==> src/design/mhd_pkg.sv <==
`timescale 1ns / 1ps

package mhd_pkg;

    localparam int CORDIC_STEPS_DEF        = 16;
    localparam int ANGLE_FRACTION_BITS_DEF = 6;

    localparam int ANG_BITS  = 54;   // angle fraction bits (radians)
    localparam int VEC_SHIFT = 24;   // vector fraction bits
    localparam int SAMPLE_W  = 16;
    localparam int VEC_W     = 44;
    localparam int ANG_W     = 58;
    localparam int HEADING_W = 15;
    localparam int S_TDATA_W = 32;
    localparam int M_TDATA_W = 16;

    typedef logic signed [VEC_W-1:0] vec_t;
    typedef logic signed [ANG_W-1:0] angle_t;

    typedef struct packed {
        logic x_neg;
        logic y_zero;
    } flags_t;

    typedef struct packed {
        logic   valid;
        flags_t flags;
        angle_t z;
    } angle_beat_t;

    // Shift-subtract division, elaboration time only.
    function automatic logic [63:0] const_udiv(logic [63:0] n, logic [63:0] d);
        logic [64:0] rem;
        logic [63:0] q;
        rem = '0;
        q   = '0;
        for (int b = 63; b >= 0; b--) begin
            rem = {rem[63:0], n[b]};
            if (rem >= {1'b0, d}) begin
                rem  = rem - {1'b0, d};
                q[b] = 1'b1;
            end
        end
        return q;
    endfunction

    // atan(1/n), truncated series
    function automatic logic [63:0] atan_inv(logic [63:0] n);
        logic [63:0] p;
        logic [63:0] n2;
        logic [63:0] sum;
        logic [63:0] term;
        p   = const_udiv(64'd1 << ANG_BITS, n);
        n2  = n * n;
        sum = '0;
        for (int k = 0; k < 40; k++) begin
            if (p != 64'd0) begin
                term = const_udiv(p, 64'(2 * k + 1));
                sum  = k[0] ? sum - term : sum + term;
                p    = const_udiv(p, n2);
            end
        end
        return sum;
    endfunction

    // atan(2^-i), i >= 1
    function automatic logic [63:0] atan_pow2(int i);
        logic [63:0] sum;
        logic [63:0] term;
        int          e;
        sum = '0;
        for (int k = 0; k < 64; k++) begin
            e = i * (2 * k + 1);
            if (e <= ANG_BITS) begin
                term = const_udiv(64'd1 << (ANG_BITS - e), 64'(2 * k + 1));
                sum  = k[0] ? sum - term : sum + term;
            end
        end
        return sum;
    endfunction

    // Machin's formula
    localparam logic [63:0] QUARTER_PI_U = 64'd4 * atan_inv(64'd5) - atan_inv(64'd239);
    localparam angle_t      PI_FIX       = ANG_W'(QUARTER_PI_U << 2);

    function automatic angle_t atan_entry(int i);
        if (i == 0) begin
            return ANG_W'(QUARTER_PI_U);
        end
        return ANG_W'(atan_pow2(i));
    endfunction

endpackage

==> src/design/mhd_scale.sv <==
`timescale 1ns / 1ps

module mhd_scale #(
    parameter int ANGLE_FRACTION_BITS = mhd_pkg::ANGLE_FRACTION_BITS_DEF
) (
    input  logic                           aclk,
    input  logic                           aresetn,
    input  logic                           en,
    input  mhd_pkg::angle_beat_t           in_beat,
    output logic                           out_valid,
    output logic [mhd_pkg::HEADING_W-1:0]  heading
);
    import mhd_pkg::*;

    localparam int F     = ANGLE_FRACTION_BITS;
    localparam int QB    = F + 10;          // quotient bits, holds 360 * 2^(F+1)
    localparam int U_W   = ANG_W - 1;
    localparam int NUM_W = U_W + 6;
    localparam int REM_W = NUM_W + F + 1;
    localparam int PIPE_N = QB + 3;

    localparam logic [QB-1:0] FULL   = QB'(360) << F;
    localparam logic [QB-1:0] HALF   = QB'(180) << F;
    localparam logic [QB-1:0] Q_MAX  = QB'(360) << (F + 1);

    logic [PIPE_N-1:0] vld_reg;
    flags_t            flg_reg [PIPE_N];
    angle_t            zc_reg;
    logic [U_W-1:0]    u_reg;
    logic [REM_W-1:0]  rem_reg [QB+1];
    logic [QB-1:0]     q_reg   [QB+1];
    logic [REM_W-1:0]  rem_next [QB];
    logic [QB-1:0]     q_next   [QB];

    angle_t            zc_next;
    logic [U_W-1:0]    u_next;
    logic [NUM_W-1:0]  num_next;
    logic [QB:0]       q_inc;
    logic [QB-1:0]     res_next;
    flags_t            flg_last;

    logic              out_valid_reg;
    logic [HEADING_W-1:0] heading_reg;

    always_comb begin
        zc_next = in_beat.z;
        if (in_beat.z > PI_FIX) begin
            zc_next = PI_FIX;
        end else if (in_beat.z < -PI_FIX) begin
            zc_next = -PI_FIX;
        end
    end

    assign u_next = U_W'(zc_reg + PI_FIX);

    // x45 as shift-add
    assign num_next = (NUM_W'(u_reg) << 5) + (NUM_W'(u_reg) << 3)
                    + (NUM_W'(u_reg) << 2) + NUM_W'(u_reg);

    // restoring divide by pi/4, one quotient bit per stage, MSB first
    for (genvar k = 0; k < QB; k++) begin : g_div
        localparam int B = QB - 1 - k;
        localparam logic [REM_W-1:0] TRIAL = REM_W'(QUARTER_PI_U) << B;
        logic take;
        assign take        = (rem_reg[k] >= TRIAL);
        assign rem_next[k] = take ? rem_reg[k] - TRIAL : rem_reg[k];
        assign q_next[k]   = q_reg[k] | (QB'(take) << B);
    end

    // round half up, clamp, special cases
    assign flg_last = flg_reg[PIPE_N-1];
    always_comb begin
        q_inc    = {1'b0, q_reg[QB]} + (QB+1)'(1);
        res_next = q_inc[QB:1];
        if (res_next > FULL) begin
            res_next = FULL;
        end
        if (flg_last.y_zero) begin
            res_next = flg_last.x_neg ? FULL : HALF;
        end
    end

    always_ff @(posedge aclk) begin
        if (!aresetn) begin
            vld_reg       <= '0;
            out_valid_reg <= 1'b0;
        end else if (en) begin
            vld_reg       <= {vld_reg[PIPE_N-2:0], in_beat.valid};
            out_valid_reg <= vld_reg[PIPE_N-1];
        end
    end

    always_ff @(posedge aclk) begin
        if (en) begin
            flg_reg[0] <= in_beat.flags;
            for (int j = 0; j < PIPE_N - 1; j++) begin
                flg_reg[j+1] <= flg_reg[j];
            end
            zc_reg     <= zc_next;
            u_reg      <= u_next;
            rem_reg[0] <= REM_W'(num_next) << (F + 1);
            q_reg[0]   <= '0;
            for (int j = 0; j < QB; j++) begin
                rem_reg[j+1] <= rem_next[j];
                q_reg[j+1]   <= q_next[j];
            end
            heading_reg <= HEADING_W'(res_next);
        end
    end

    assign out_valid = out_valid_reg;
    assign heading   = heading_reg;

    a_quot_range: assert property (@(posedge aclk) disable iff (!aresetn)
        vld_reg[PIPE_N-1] |-> q_reg[QB] <= Q_MAX)
        else $error("divider quotient beyond full circle");

endmodule

==> config.mk <==
export PLATFORM = sky130hd
export DESIGN_NAME = mhd_scale
export DESIGN_NICKNAME = d
export VERILOG_FILES = /design/src/design/mhd_pkg.sv /design/src/design/mhd_scale.sv
export SDC_FILE = /design/constraint.sdc
export NUM_CORES = 2
export LEC_CHECK = 0
export ABC_CLOCK_PERIOD_IN_PS = 4500
export CORE_MARGIN = 2
export CORE_UTILIZATION = 55
export DETAILED_ROUTE_END_ITERATION = 16
export DONT_BUFFER_PORTS = 1
export PLACE_DENSITY_LB_ADDON = 0.3
export SLEW_MARGIN = 5
export SYNTH_ARGS = -nofsm -noshare
export SYNTH_HDL_FRONTEND = slang
export SYNTH_SLANG_ARGS = --single-unit
==> constraint.sdc <==
create_clock -name aclk -period 4.5 [get_ports aclk]
set_input_delay 0.225 -clock aclk [delete_from_list [all_inputs] [get_ports aclk]]
set_output_delay 0.225 -clock aclk [all_outputs]
set_load 0.02 [all_outputs]
==> flow_summary.toml <==
[routing]
drtIter0Drc = 4692
ant_nets = 0
viasPerCell = 5.98
vias = 52200
routedWlPerCell_um = 19.4
drt_wl_total_um = 169000
dr.pass1.iters = 8
drc = 0

[hold_path]
worstHoldStart = "en"
hp-class = "in2reg"

[logic_synthesis]
yosysWarnings = 0
synth-seq-cells = 1346
yosys.area.top_type_share_pct = 53.2
synth_ff_type = "edfxtp_1"
synth_async_sr_flop_share_pct = 0
synth_area_mm2 = 0.0748
yosysUniqueCellTypes = 113
synth_edf_count = 1326
avgSynthCellArea_um2 = 11.2
syn_nets = 6947
yosys.area.top_type = "edfxtp_1"
synth.area.top_cells = "edfxtp_1 (53%), xnor2_1 (6.5%), xor2_1 (5.2%), nand2_1 (3.4%), fa_1 (2.9%)"
synth_cells = 6686
yosysSeqAreaShare_pct = 53.7

[final_layout]
largest_reg_flops = 1023
fillCellCount = 10500
final_net_count = 7082
layout.cells.non_filler = 8726
syn_to_final_growth_pct = 10.9
fin_area_mm2 = 0.0830
drive_above_1_share_pct = 6.94
diodes = 0
finish.utilization_pct = 61.3

[sta]
fin_ws_ns = 0.216
drv_slew = 0
period_share_pct = 95.2
fmax_ghz = 0.233
rsz0062_at_grt = "yes"
min_period_ns = 4.28
worst_pin_slew_ns = 1.33
finalSetupViolCount = 0
hold_viol = 6
final.setup.tns_ns = 0
finalClockSkew_ns = 0.0502
slew-limit-headroom_pct = 11.1
hold_slack_ns = -0.0681

[global_routing]
grt_max_degree = 256
grt_pass1_wl_um = 271000
grt_usage_pct = 24.1
antenna_found_initial = 2
grt_pass1_vias = 50900
grt-ovfl-total = 0

[clock_network]
post_cts_buffers = 0
cts_max_level = 4
clkTransAtPathRegs_ns = 0.06
clk_path_buf_depth = 3
tritoncts = "done"
clkSinkCount = 1346
clockRootBuffer = "clkbuf_16"
cts_buffers = 148
insertion_delay_ns = 0.80

[placement]
gp_congestion = 0.903
placed_cells = 8382
place_ws_ns = -0.992
port-buffer-count = 0
dpl.hpwl_um = 123000
placed_area_mm2 = 0.0771

[power]
totalPowerFinal_mw = 61.2
power_frac_seq_pct = 42.9
p_sw_share_pct = 38.1
leakage_nw = 29.9
ir_drop_v = 0.000465
intPower_mw = 37.9
p_comb_share_pct = 36.7
power.density_mw_per_mm2 = 738
p_clk_share_pct = 20.4
p_switching_mw = 23.3

[die]
dieArea_mm2 = 0.139
rows = 135
start_util_pct = 55.3
die_w_um = 373
coreArea_mm2 = 0.135
fp.dieH_um = 373
ios = 80

[critical_path]
cp_slowest_cell = "fa_1"
arrival_ns = 4.82
crit_fanout = 5
critical_path.max_stage_delay_ns = 0.51
crit_family = "compound AO/OA/AOI/OAI gates"
critPathCaptureType = "flop"
startpoint = "u_reg[7]"
setup.worst_path.class = "reg2reg"
critPathLaunchType = "flop"
reg2reg_slack_ns = 0.22
worst-endpoint-required_ns = 5.04
cp_num_buf_inv = 3
reg2reg_from = "u_reg[7]"
crit_chain = "inv_1 -> fa_1 -> fa_1 -> inv_1 -> ha_1 -> o211ai_1 -> o21a_1 -> a221o_1 -> and2_1 -> a21oi_2 -> a31oi_1 -> buf_4 -> o311ai_2 -> a41oi_2 -> xnor2_1"

[job]
drv_cap = 0

[status]
status = "finished with violations"
violations = "negative hold slack"
-- power groups by stage --
stage	clock network (mW)	logic, mW	registers, mW
floorplan	0	17.2	24.0
global placement	0	21.8	26.2
detailed placement	0	22.2	26.4
CTS	12.7	22.4	26.2
global route	13.2	25.0	26.9
finish	12.5	22.5	26.3
-- logic make-up (layout without fill, tap and decap cells) --
group	Yosys count	in the layout	share of synthesized area (%)
and+or+nand+nor	2364	2364	16.1
xor gates and xnor gates	1000	1000	11.7
DFF	1346	1346	53.7
muxes	24	24	0.328
buffers and inverters	492	751	2.69
adders and majority gates	197	197	4.39
AOI/OAI and AO/OA	1263	1263	11.1
-- routing by layer --
metal / global-route usage (%) / wire (um) / vias up
met5: 0 / 0 / -
met2: 41.9 / 85300 / 1580
met1: 30.9 / 70400 / 25500
li1: - / - / 24800
met4: 7.98 / 4900 / 0
met3: 3.46 / 8760 / 346
-- worst register-to-register path: cells and delay by family (launching register included) --
kind	cells	cell delay, ns
xor gates and xnor gates	1	0.16
AOI/OAI and AO/OA	7	1.58
adders and majority gates	3	1.31
and+or+nand+nor	1	0.22
DFF	1	0.36
buffers and inverters	3	0.40
-- synthesized netlist by cell type, drive strengths merged, types with 12 or more instances --
master and instances:
o21bai 26, o31ai 33, fa 109, o41ai 15
and3 53, nand2 670, nor2 479, a21o 96
nor4 117, edfxtp 1326, and2 47, a21boi 23
mux2i 20, a31oi 69, or4 43, nand2b 63
a2111oi 30, o31a 13, nand4b 24, a211oi 55
or3 82, o21ai 311, and4 28, a211o 16
a41oi 12, ha 88, o21a 90, clkbuf 116
a311oi 17, nor3b 36, nand3b 41, nand4 86
nand3 188, dfxtp 20, xor2 447, buf 77
nor2b 65, or2 43, a21oi 326, nor4b 26
o211ai 48, inv 299, a31o 15, nor3 240
xnor2 553
-- timing repair --
| action | in CTS | in global routing |
|---|---|---|
| resized for setup | 0 | 13 |
| endpoints found under the setup margin | 249 | 261 |
| hold buffers | 68 | 0 |
| hold endpoints to repair | 174 | 0 |
| pin swaps | 0 | 4 |
| gates cloned | 1 | 1 |
-- final timing paths --
kind / endpoint / cells past startpoint
max: rem_reg[0][65] / 15
min: u_reg[13] / 1
max reg2reg: rem_reg[0][65] / 15
min reg2reg: q_reg[0][218] / 0
-- layout by cell type (no fill, tap or decap), drive strengths merged, types with 23 or more instances in the layout --
master          n
o21bai         26
or4            43
o21a           90
xnor2         553
nor4b          26
nand3         188
nor3b          36
edfxtp       1326
o31ai          33
nand3b         41
clkbuf        173
o211ai         48
a21oi         326
nor2b          65
fa            109
nand4          86
or2            43
nor4          117
a21o           96
xor2          447
and3           53
buf           109
nand2b         63
nor2          479
inv           309
nor3          240
and2           47
nand4b         24
dlygate4sd3    67
a211oi         55
a21boi         23
ha             88
o21ai         311
and4           28
or3            82
nand2         670
a31oi          69
clkinv         63
a2111oi        30
-- layout make-up --
type | instances | area [um^2] | area share [%]
clock buffers | 172 | 3800 | 4.58
clock inverters | 102 | 1280 | 1.54
inverters | 299 | 1120 | 1.35
multi-input cells | 4848 | 32700 | 39.4
flip-flops and latches | 1346 | 40200 | 48.5
well taps | 1781 | 2230 | 2.68
repair buffers | 178 | 1680 | 2.02
(Power assumes the default switching activity.)
