**src/design/mhd_pkg.sv**
```systemverilog
`timescale 1ns / 1ps

package mhd_pkg;

    localparam int CORDIC_STEPS_DEF        = 16;
    localparam int ANGLE_FRACTION_BITS_DEF = 6;

    localparam int ANG_BITS  = 54;   // angle fraction bits (radians)
    localparam int VEC_SHIFT = 24;   // vector fraction bits
    localparam int SAMPLE_W  = 16;
    localparam int VEC_W     = 44;
    localparam int ANG_W     = 58;
    localparam int HEADING_W = 15;
    localparam int S_TDATA_W = 32;
    localparam int M_TDATA_W = 16;

    typedef logic signed [VEC_W-1:0] vec_t;
    typedef logic signed [ANG_W-1:0] angle_t;

    typedef struct packed {
        logic x_neg;
        logic y_zero;
    } flags_t;

    typedef struct packed {
        logic   valid;
        flags_t flags;
        angle_t z;
    } angle_beat_t;

    // Shift-subtract division, elaboration time only.
    function automatic logic [63:0] const_udiv(logic [63:0] n, logic [63:0] d);
        logic [64:0] rem;
        logic [63:0] q;
        rem = '0;
        q   = '0;
        for (int b = 63; b >= 0; b--) begin
            rem = {rem[63:0], n[b]};
            if (rem >= {1'b0, d}) begin
                rem  = rem - {1'b0, d};
                q[b] = 1'b1;
            end
        end
        return q;
    endfunction

    // atan(1/n), truncated series
    function automatic logic [63:0] atan_inv(logic [63:0] n);
        logic [63:0] p;
        logic [63:0] n2;
        logic [63:0] sum;
        logic [63:0] term;
        p   = const_udiv(64'd1 << ANG_BITS, n);
        n2  = n * n;
        sum = '0;
        for (int k = 0; k < 40; k++) begin
            if (p != 64'd0) begin
                term = const_udiv(p, 64'(2 * k + 1));
                sum  = k[0] ? sum - term : sum + term;
                p    = const_udiv(p, n2);
            end
        end
        return sum;
    endfunction

    // atan(2^-i), i >= 1
    function automatic logic [63:0] atan_pow2(int i);
        logic [63:0] sum;
        logic [63:0] term;
        int          e;
        sum = '0;
        for (int k = 0; k < 64; k++) begin
            e = i * (2 * k + 1);
            if (e <= ANG_BITS) begin
                term = const_udiv(64'd1 << (ANG_BITS - e), 64'(2 * k + 1));
                sum  = k[0] ? sum - term : sum + term;
            end
        end
        return sum;
    endfunction

    // Machin's formula
    localparam logic [63:0] QUARTER_PI_U = 64'd4 * atan_inv(64'd5) - atan_inv(64'd239);
    localparam angle_t      PI_FIX       = ANG_W'(QUARTER_PI_U << 2);

    function automatic angle_t atan_entry(int i);
        if (i == 0) begin
            return ANG_W'(QUARTER_PI_U);
        end
        return ANG_W'(atan_pow2(i));
    endfunction

endpackage

```
**src/design/mhd_skid.sv**
```systemverilog
`timescale 1ns / 1ps

module mhd_skid #(
    parameter int W = mhd_pkg::S_TDATA_W
) (
    input  logic         aclk,
    input  logic         aresetn,
    input  logic         in_valid,
    output logic         in_ready,
    input  logic [W-1:0] in_data,
    input  logic         en,
    output logic         out_valid,
    output logic [W-1:0] out_data
);
    import mhd_pkg::*;

    logic         skid_valid_reg;
    logic [W-1:0] skid_data_reg;

    assign in_ready  = !skid_valid_reg;
    assign out_valid = skid_valid_reg || in_valid;
    assign out_data  = skid_valid_reg ? skid_data_reg : in_data;

    always_ff @(posedge aclk) begin
        if (!aresetn) begin
            skid_valid_reg <= 1'b0;
        end else if (en) begin
            skid_valid_reg <= 1'b0;
        end else if (in_valid && !skid_valid_reg) begin
            skid_valid_reg <= 1'b1;
        end
    end

    // catch one transaction while the pipe is held
    always_ff @(posedge aclk) begin
        if (!en && in_valid && !skid_valid_reg) begin
            skid_data_reg <= in_data;
        end
    end

    a_skid_hold: assert property (@(posedge aclk) disable iff (!aresetn)
        skid_valid_reg && !en |=> skid_valid_reg && $stable(skid_data_reg))
        else $error("skid entry lost or overwritten while held");

endmodule

```
**config.mk**
```make
export PLATFORM = sky130hd
export DESIGN_NAME = mhd_skid
export DESIGN_NICKNAME = d
export VERILOG_FILES = /design/src/design/mhd_pkg.sv /design/src/design/mhd_skid.sv
export SDC_FILE = /design/constraint.sdc
export NUM_CORES = 1
export LEC_CHECK = 0
export ABC_AREA = 1
export BUFFER_PORTS_ARGS = -buffer_cell sky130_fd_sc_hd__buf_2
export CAP_MARGIN = 15
export CORE_MARGIN = 3
export CORE_UTILIZATION = 40
export DETAILED_ROUTE_END_ITERATION = 6
export GPL_ROUTABILITY_DRIVEN = 0
export GPL_TIMING_DRIVEN = 0
export PLACE_DENSITY = 0.7
export SLEW_MARGIN = 20
export SYNTH_ARGS = -nofsm -noshare
export SYNTH_HDL_FRONTEND = slang
export SYNTH_SLANG_ARGS = --single-unit
export TNS_END_PERCENT = 20
```
**constraint.sdc**
```tcl
create_clock -name aclk -period 3.6 [get_ports aclk]
set_clock_uncertainty 0.2 [all_clocks]
set_input_delay 0.36 -clock aclk [delete_from_list [all_inputs] [get_ports aclk]]
set_output_delay 0.36 -clock aclk [all_outputs]
set_load 0.02 [all_outputs]
```
==> impl_metrics.csv, run 1 <==
group,metric,value,unit
outcome,status,"complete, no violations",
critical_path,slowest_stage,"dfxtp_1",
clock_tree,cts_resized,0,
sta,fin_crit_sh,0.496,
flow_run,drv_cap,0,
die,die_w,67.5,µm
critical_path,reg2reg_depth,5,
synthesis,yosysSeqAreaShare,0.647,
synthesis,synth_seq_cells,33,
power_and_ir_drop,p_leak,0.980,nW
critical_path,critPathKind,"reg -> out",
clock_tree,h-tree-depth,2,
drt,drt_iter0_drc,47,
synthesis,yosys_most_used_dff,"edfxtp_1",
clock_tree,cts_tree,"built",
hold_path,hold_depth,1,
sta,setup_tns,0,ns
critical_path,ff2ff_setup_slack,2.07,ns
hold_path,worst_hold_path_type,"in -> reg",
synthesis,synth.area.top_cells,"edfxtp_1 63%, nand2_1 20%, nand2_2 7.8%, buf_12 2.6%, buf_6 2.2%",
cells_and_area,largest_reg_flops,32,
synthesis,netlist_area,0.00152,mm²
synthesis,synthArstFlopShare,0,
sta,finalSetupViolations,0,
clock_tree,path_clk_slew,0.06,ns
die,start_util,0.434,
die,core-area,0.00349,mm²
global_routing,overflow,0,
synthesis,synth_top_cell_area_share,0.634,
place,io_buffers,69,
global_routing,grt.met2_usage,0.244,
critical_path,path_depth,6,
synthesis,synth_common_cells,"79 x nand2_1, 32 x edfxtp_1, 19 x nand2_2, 3 x buf_6, 3 x nor2_1",
sta,finalHoldViolCount,0,
drt,num_vias,1196,
synthesis,yosysMostFrequentCell,"nand2_1",
die,die_area,0.00456,mm²
sta,relSlewSlack,0.867,
synthesis,ys.warnings.count,0,
critical_path,critPathLaunchType,"flop",
sta,worstMarginPinSlew,0.199,ns
global_routing,track_usage,0.148,
global_routing,antenna_found_initial,0,
critical_path,cp_max_fo,10,
die,io_pins,70,
clock_tree,cts.hold.buffers_added,0,
power_and_ir_drop,ir_worst_vdd,0.000293,V
synthesis,syn_nets,180,
clock_tree,cts_max_path_buffers,2,
clock_tree,clk_latency,0.27,ns
synthesis,yosysUniqueCellTypes,10,
global_routing,use_met3,0.0549,
global_routing,gr-usage-met1,0.172,
place,dpl.hpwl,2360,µm
sta,max_freq,0.560,GHz
clock_tree,clock_sinks,33,
synthesis,syn_area_per_cell,10.5,µm²
global_routing,grt_busiest_layer,"met2",
drt,dr.pass1.iters,4,
clock_tree,numCtsBuffers,5,
drt,ant_nets,0,
global_routing,grt_pass1_vias,1123,
drt,viasPerCell,4.46,
drt,drc,0,
clock_tree,root_buffer,"clkbuf_8",
global_routing,grt_max_degree,29,
die,placementRows,21,
synthesis,synth_edf_count,32,
synthesis,synth_top_cell_by_area,"edfxtp_1",
drt,wl_per_cell,11.7,µm
critical_path,crit_buf_inv,4,
critical_path,critPathTopFamily,"buffers and inverters",
sta,slew_violations,0,
die,dieHeight,67.5,µm
cells_and_area,fin_nets,257,
critical_path,end_kind,"output port",
clock_tree,postCtsSetupBuffers,0,
power_and_ir_drop,report.power.total,857,µW
critical_path,max_stage_delay,0.31,ns
drt,totalWireLength,3130,µm
cells_and_area,antenna-diode-count,0,
critical_path,worstPathArrival,1.23,ns
synthesis,netlist_instances,144,
sta,min_period,1.79,ns
cells_and_area,drive_gt1_frac,0.464,
critical_path,required,3.04,ns
global_routing,grt_pass1_wl,4860,µm
sta,rsz0062_at_grt,"no",
power_and_ir_drop,powerDensity,423,mW/mm²
critical_path,path_cells,"buf_6 > inv_8 > buf_12 > nand2_2 > nand2_1 > buf_2",
cells_and_area,syn_to_final_growth,33.7,%
==> stage by stage <==
| step | instances | util | hold slack [ns] | setup slack (ns) | area (µm²) |
|---|---|---|---|---|---|
| floorplan | 144 | - | 0.259 | 1.07 | 1520 |
| global placement | 259 | 0.549 | 0.351 | 0.468 | 1920 |
| detailed placement | 260 | 0.557 | 0.354 | 2.07 | 1950 |
| CTS | 268 | 0.580 | 0.0611 | 1.81 | 2030 |
| global route | 268 | 0.580 | 0.0506 | 1.75 | 2030 |
| finish | 268 | 0.580 | 0.0700 | 1.81 | 2030 |
==> cell type report <==
class / count / area, µm²
Fill cell: 310 / 1470
Multi-Input combinational cell: 101 / 434
Timing Repair Buffer: 70 / 365
Buffer: 7 / 88.8
Sequential cell: 33 / 981
Clock buffer: 8 / 80.1
Tap cell: 46 / 57.6
Inverter: 3 / 18.8
==> power by group <==
group	total, mW	switching, mW	internal [mW]
Clock	0.255	0.118	0.137
Sequential	0.445	0.00401	0.441
Combinational	0.157	0.0973	0.0598
==> cells in the final DEF, fill, tap and decap left out <==
cell type,Yosys,layout
nand2_2,19,19
buf_12,2,3
inv_1,2,2
inv_8,1,1
nor2_1,3,2
buf_2,0,69
edfxtp_1,32,32
buf_4,2,2
dfxtp_1,1,1
buf_6,3,3
nand2_1,79,79
nor2_4,0,1
clkbuf_8,0,5
clkbuf_1,0,3
==> final timing paths <==
check / to / start
worst max-delay path: out_data[9] / skid_valid_reg
worst min-delay path: skid_data_reg[31] / in_data[31]
worst max register to register: skid_data_reg[14] / skid_valid_reg
worst min register to register: skid_valid_reg / skid_valid_reg
==> cells by family after synthesis <==
logic type / after synthesis / share of synthesized area
flops: 33 / 0.647
simple gates: 101 / 0.282
buf+inv: 10 / 0.0710
==> worst register-to-register path: stages (launching register included) <==
cell,delay [ns]
dfxtp_1,0.31
buf_6,0.14
inv_8,0.08
nand2_1,0.09
nor2_4,0.19
buf_12,0.22
==> routing by layer <==
layer  vias up  wire [µm]
li1        611          -
met3         4        269
met5         -          0
met4         0         36
met1       530       1360
met2        51       1470
Power figures use the tool's default switching activity.
==> run 2, diff against run 1 <==
clock period = 1.83 ns   (was 3.6 ns; I/O delays follow)
==> run 2 against run 1 <==
Sequential share of layout area down 7.2 points. Critical path depth down 1. Final cell count up 13%. Setup slack worse by 1.6 ns. Via count up 11%. Hold slack better by 0.11 ns. Global-route usage up 1.8 points. Sequential cell count unchanged. Critical path type unchanged. Critical endpoint is now out_data[12]. Highest routed layer unchanged.
==> impl_metrics.csv, run 2 (synthesis gave the netlist of run 1 again) <==
group,metric,value,unit
sta,setup_tns,0,ns
critical_path,r2r-start,"skid_valid_reg",
hold_path,min_to,"skid_data_reg[29]",
sta,rsz0062_at_grt,"no",
drt,viasPerCell,4.40,
drt,drt_iter0_drc,68,
drt,num_vias,1332,
place,dpl.hpwl,2210,µm
critical_path,r2r_end,"skid_data_reg[28]",
hold_path,hold_depth,2,
global_routing,antenna_found_initial,0,
critical_path,crit_top_cell,"nand2_1",
sta,max_freq,0.615,GHz
critical_path,worstPathArrival,1.24,ns
critical_path,critPathKind,"reg -> out",
outcome,status,"complete, no violations",
sta,layout_setup_ws,0.203,ns
cells_and_area,finish.utilization,0.681,
cells_and_area,syn_to_final_growth,57.1,%
cells_and_area,final.fill_count,264,
cells_and_area,layout_common_cells,"78 x nand2_1, 69 x buf_2, 35 x dlygate4sd3_1, 32 x edfxtp_1, 20 x nand2_2",
drt,met2_length,1810,µm
clock_tree,path_clk_slew,0.06,ns
critical_path,max_stage_delay,0.33,ns
critical_path,ff2ff_setup_slack,0.25,ns
critical_path,end_kind,"output port",
critical_path,required,1.45,ns
clock_tree,cts_tree,"built",
power_and_ir_drop,powerDensity,753,mW/mm²
clock_tree,clk_latency,0.28,ns
drt,totalWireLength,3680,µm
drt,wl_met1,1530,µm
hold_path,hp-start,"en",
die,core-area,0.00349,mm²
global_routing,track_usage,0.166,
critical_path,slowest_stage,"dfxtp_1",
clock_tree,postCtsSetupBuffers,0,
cells_and_area,largest_reg_flops,32,
global_routing,grt_pass1_vias,1265,
cells_and_area,drive_gt1_frac,0.409,
drt,wl_per_cell,12.1,µm
critical_path,reg2reg_depth,4,
flow_run,drv_cap,0,
clock_tree,root_buffer,"clkbuf_8",
cells_and_area,fin_nets,292,
drt,ant_nets,0,
clock_tree,h-tree-depth,2,
hold_path,worst_hold_path_type,"in -> reg",
sta,worstMarginPinSlew,0.458,ns
drt,dr.pass1.iters,4,
sta,min_period,1.63,ns
die,dieHeight,67.5,µm
die,die_area,0.00456,mm²
die,placementRows,21,
cells_and_area,mostFrequentLayoutCell,"nand2_1",
critical_path,cp_max_fo,10,
global_routing,grt_pass1_wl,5440,µm
drt,routed.top_layer,"met4",
die,io_pins,70,
critical_path,path_cells,"buf_6 > buf_4 > nand2_1 > nand2_1 > buf_2",
sta,finalSetupViolations,0,
die,die_w,67.5,µm
clock_tree,cts_max_path_buffers,2,
drt,wl_met3,270,µm
sta,relSlewSlack,0.694,
sta,finalHoldViolCount,0,
sta,slew_violations,0,
clock_tree,numCtsBuffers,5,
cells_and_area,antenna-diode-count,0,
place,io_buffers,69,
die,start_util,0.434,
drt,drc,0,
clock_tree,clock_sinks,33,
global_routing,grt_max_degree,33,
sta,fin_crit_sh,0.889,
critical_path,critPathLaunchType,"flop",
global_routing,overflow,0,
place,dp_slack,-0.0420,ns
power_and_ir_drop,ir_worst_vdd,0.000542,V
power_and_ir_drop,p_leak,1.12,nW
==> run 2: changes by cell type in the layout (fill, tap and decap cells not counted), sizes merged <==
cell / before / now
dlygate4sd3: 0 / 35
nor2: 3 / 4
buf: 77 / 76
==> run 2: routing by layer <==
metal  vias to the layer above  global-route usage
met5                         -                   0
met4                         0               0.104
met3                         8              0.0532
met2                        60               0.279
met1                       581               0.180
li1                        683                   -
==> run 2: timing repair <==
item / in CTS / in global routing
hold endpoints to repair: 33 / 0
gates cloned: 0 / 1
gates resized for setup: 1 / 1
setup endpoints to repair: 32 / 32
hold buffers: 35 / 0
==> run 2: worst max-delay path by stage <==
stage	start	end	slack [ns]
finish	skid_valid_reg	out_data[12]	0.20
global route	skid_valid_reg	out_data[12]	0.13
CTS	skid_valid_reg	skid_data_reg[28]	-0.02
detailed placement	skid_valid_reg	skid_data_reg[28]	-0.04
global placement	skid_valid_reg	skid_data_reg[23]	-0.03
floorplan	skid_valid_reg	skid_data_reg[0]	0.17
==> run 2: through the flow <==
stage | power, mW | hold WS (ns) | cells | cell area, µm²
floorplan | 1.07 | 0.0819 | 144 | 1520
finish | 1.79 | 0.184 | 303 | 2380
global placement | 1.19 | 0.176 | 259 | 1930
detailed placement | 1.20 | 0.175 | 259 | 1930
global route | 1.87 | 0.192 | 303 | 2380
CTS | 1.80 | 0.181 | 302 | 2370
==> run 2: power by group <==
part	switching [mW]	internal [mW]
Clock	0.240	0.306
Sequential	0.00736	0.867
Combinational	0.208	0.163
==> run 2: critical path, delay by kind of cell, from the launching register on <==
| kind | cells | cell delay (ns) |
|---|---|---|
| flops | 1 | 0.33 |
| simple gates | 2 | 0.15 |
| buf+inv | 3 | 0.50 |
==> run 2: layout make-up <==
type / count / area (µm²) / area share
plain buffers: 7 / 88.8 / 0.0373
clock buffers: 8 / 90.1 / 0.0379
inverters: 3 / 18.8 / 0.00789
multi-input cells: 102 / 448 / 0.188
flip-flops and latches: 33 / 981 / 0.412
well taps: 46 / 57.6 / 0.0242
repair buffers: 104 / 696 / 0.292
==> run 3, diff against run 2 <==
REMOVE_ABC_BUFFERS = 1   (was unset)
==> run 3 against run 2 <==
Non-clock buffer count decreased by 3. Maximum frequency down 6.4%. Die area unchanged. Core utilization shrank 0.47 points. Critical path type is now reg -> reg. Total power up 5.9%. Hold slack gained 0.0043 ns. Sequential share of layout area grew 0.44 points. First-iteration DRC count decreased by 28%. Via count increased by 0.45%. Register-to-register slack worse by 0.16 ns. Combinational power is 3% lower. Clock-buffer cell count is 2 lower.
==> impl_metrics.csv, run 3 (synthesis gave the netlist of run 1 again) <==
group,metric,value,unit
cells_and_area,finalInstanceArea,0.00236,mm²
drt,drc,0,
cells_and_area,syn_to_final_growth,56.0,%
global_routing,grt.met2_usage,0.294,
sta,rsz0062_at_grt,"no",
drt,drt_iter0_drc,49,
power_and_ir_drop,ir_worst_vdd,0.000605,V
clock_tree,h-tree-depth,2,
cells_and_area,antenna-diode-count,0,
sta,max_freq,0.575,GHz
global_routing,track_usage,0.187,
clock_tree,path_clk_slew,0.07,ns
sta,relSlewSlack,0.822,
power_and_ir_drop,pwr-share-clk,0.346,
critical_path,end_kind,"flop",
power_and_ir_drop,sw_frac_of_total,0.248,
sta,min_period,1.74,ns
die,die_w,67.5,µm
critical_path,r2r_end,"skid_data_reg[20]",
power_and_ir_drop,combPwrFrac,0.190,
flow_run,drv_cap,0,
place,io_buffers,69,
die,die_area,0.00456,mm²
critical_path,ff2ff_setup_slack,0.09,ns
clock_tree,cts_tree,"built",
sta,fin_crit_sh,0.950,
critical_path,required,1.63,ns
global_routing,overflow,0,
clock_tree,cts_max_path_buffers,2,
drt,wl_per_cell,13.1,µm
drt,num_vias,1338,
cells_and_area,drive_gt1_frac,0.399,
global_routing,grt_max_degree,35,
sta,setup_tns,0,ns
drt,viasPerCell,4.47,
cells_and_area,fin_nets,288,
cells_and_area,mostFrequentLayoutCell,"nand2_1",
power_and_ir_drop,pwr-share-seq,0.464,
global_routing,use_met3,0.0765,
critical_path,cp_max_fo,34,
global_routing,grt_pass1_wl,6020,µm
sta,worstMarginPinSlew,0.267,ns
critical_path,worstPathArrival,1.53,ns
cells_and_area,final.fill_count,277,
power_and_ir_drop,report.power.total,1.90,mW
sta,finalSetupViolations,0,
critical_path,critPathKind,"reg -> reg",
critical_path,path_depth,4,
critical_path,r2r-start,"skid_valid_reg",
critical_path,slowest_stage,"dfxtp_4",
clock_tree,clk_latency,0.28,ns
die,core-area,0.00349,mm²
critical_path,max_stage_delay,0.43,ns
place,dp_slack,-0.332,ns
die,io_pins,70,
sta,finalHoldViolCount,0,
drt,totalWireLength,3930,µm
sta,slew_violations,0,
critical_path,crit_buf_inv,2,
power_and_ir_drop,powerDensity,803,mW/mm²
clock_tree,root_buffer,"clkbuf_8",
critical_path,critPathTopFamily,"flip-flops",
place,placed_cell_area,0.00187,mm²
drt,ant_nets,0,
hold_path,worst_hold_path_type,"in -> reg",
clock_tree,clock_sinks,33,
power_and_ir_drop,intPower,1.43,mW
cells_and_area,finish.utilization,0.676,
place,dpl.hpwl,2040,µm
critical_path,critPathLaunchType,"flop",
global_routing,gr-usage-met1,0.214,
hold_path,hp-start,"en",
drt,dr.pass1.iters,4,
power_and_ir_drop,p_switching,470,µW
global_routing,grt_busiest_layer,"met2",
outcome,status,"complete, no violations",
global_routing,grt_pass1_vias,1277,
critical_path,reg2reg_depth,4,
global_routing,antenna_found_initial,0,
die,dieHeight,67.5,µm
clock_tree,numCtsBuffers,5,
power_and_ir_drop,p_leak,1.11,nW
die,start_util,0.434,
hold_path,hold_depth,3,
cells_and_area,layout_common_cells,"79 x nand2_1, 69 x buf_2, 35 x dlygate4sd3_1, 32 x edfxtp_1, 19 x nand2_2",
critical_path,path_cells,"inv_8 > nand2_1 > nor2_4 > buf_16",
cells_and_area,largest_reg_flops,32,
hold_path,min_to,"skid_data_reg[28]",
die,placementRows,21,
sta,layout_setup_ws,0.0922,ns
-- run 3: power by group through the flow --
stage / clock (mW) / sequential [mW] / combinational [mW]
after floorplan: 0 / 0.897 / 0.157
after global placement: 0 / 0.902 / 0.272
after detailed placement: 0 / 0.901 / 0.283
after CTS: 0.672 / 0.884 / 0.348
after global routing: 0.722 / 0.882 / 0.391
final: 0.657 / 0.880 / 0.360
-- run 3: metal layers --
layer | share of wire | up-vias
li1 | - | 673
met1 | 0.41 | 603
met2 | 0.50 | 55
met3 | 0.073 | 7
met4 | 0.022 | 0
met5 | 0 | -
-- run 3: stage by stage --
stage	cells	hold WS, ns
3_3_place_gp	252	0.175
3_5_place_dp	253	0.176
6_report	299	0.188
4_1_cts	298	0.157
5_1_grt	299	0.175
2_1_floorplan	137	0.0819
-- run 3: cell type report --
cell class,count,area (µm²),share of cell area
timing repair buffer,108,762,0.322
inverter,3,18.8,0.00794
multi-input combinational,101,434,0.184
sequential,33,985,0.417
clock buffer,6,72.6,0.0307
tap,46,57.6,0.0244
clock inverter,2,33.8,0.0143
-- run 3: worst max-delay path by stage --
stage	endpoint	from	slack, ns
final	skid_data_reg[20]	skid_valid_reg	0.09
after global routing	skid_data_reg[11]	skid_valid_reg	0.02
after CTS	out_data[31]	skid_valid_reg	0.03
after detailed placement	skid_data_reg[23]	skid_valid_reg	-0.33
after global placement	skid_data_reg[23]	skid_valid_reg	-2.03
after floorplan	skid_data_reg[0]	skid_valid_reg	-1.16
-- run 3: worst min-delay path: cells and delay by family --
kind / cells / cell delay, ns
simple gates: 1 / 0.06
buf+inv: 2 / 0.26
-- run 3: what timing repair did --
action	in CTS	in global routing
gates resized for setup	1	0
hold buffers	35	0
endpoints found under the setup margin	66	63
cloned	0	0
buffers inserted	2	1
pin swaps	1	0
hold endpoints to repair	33	0
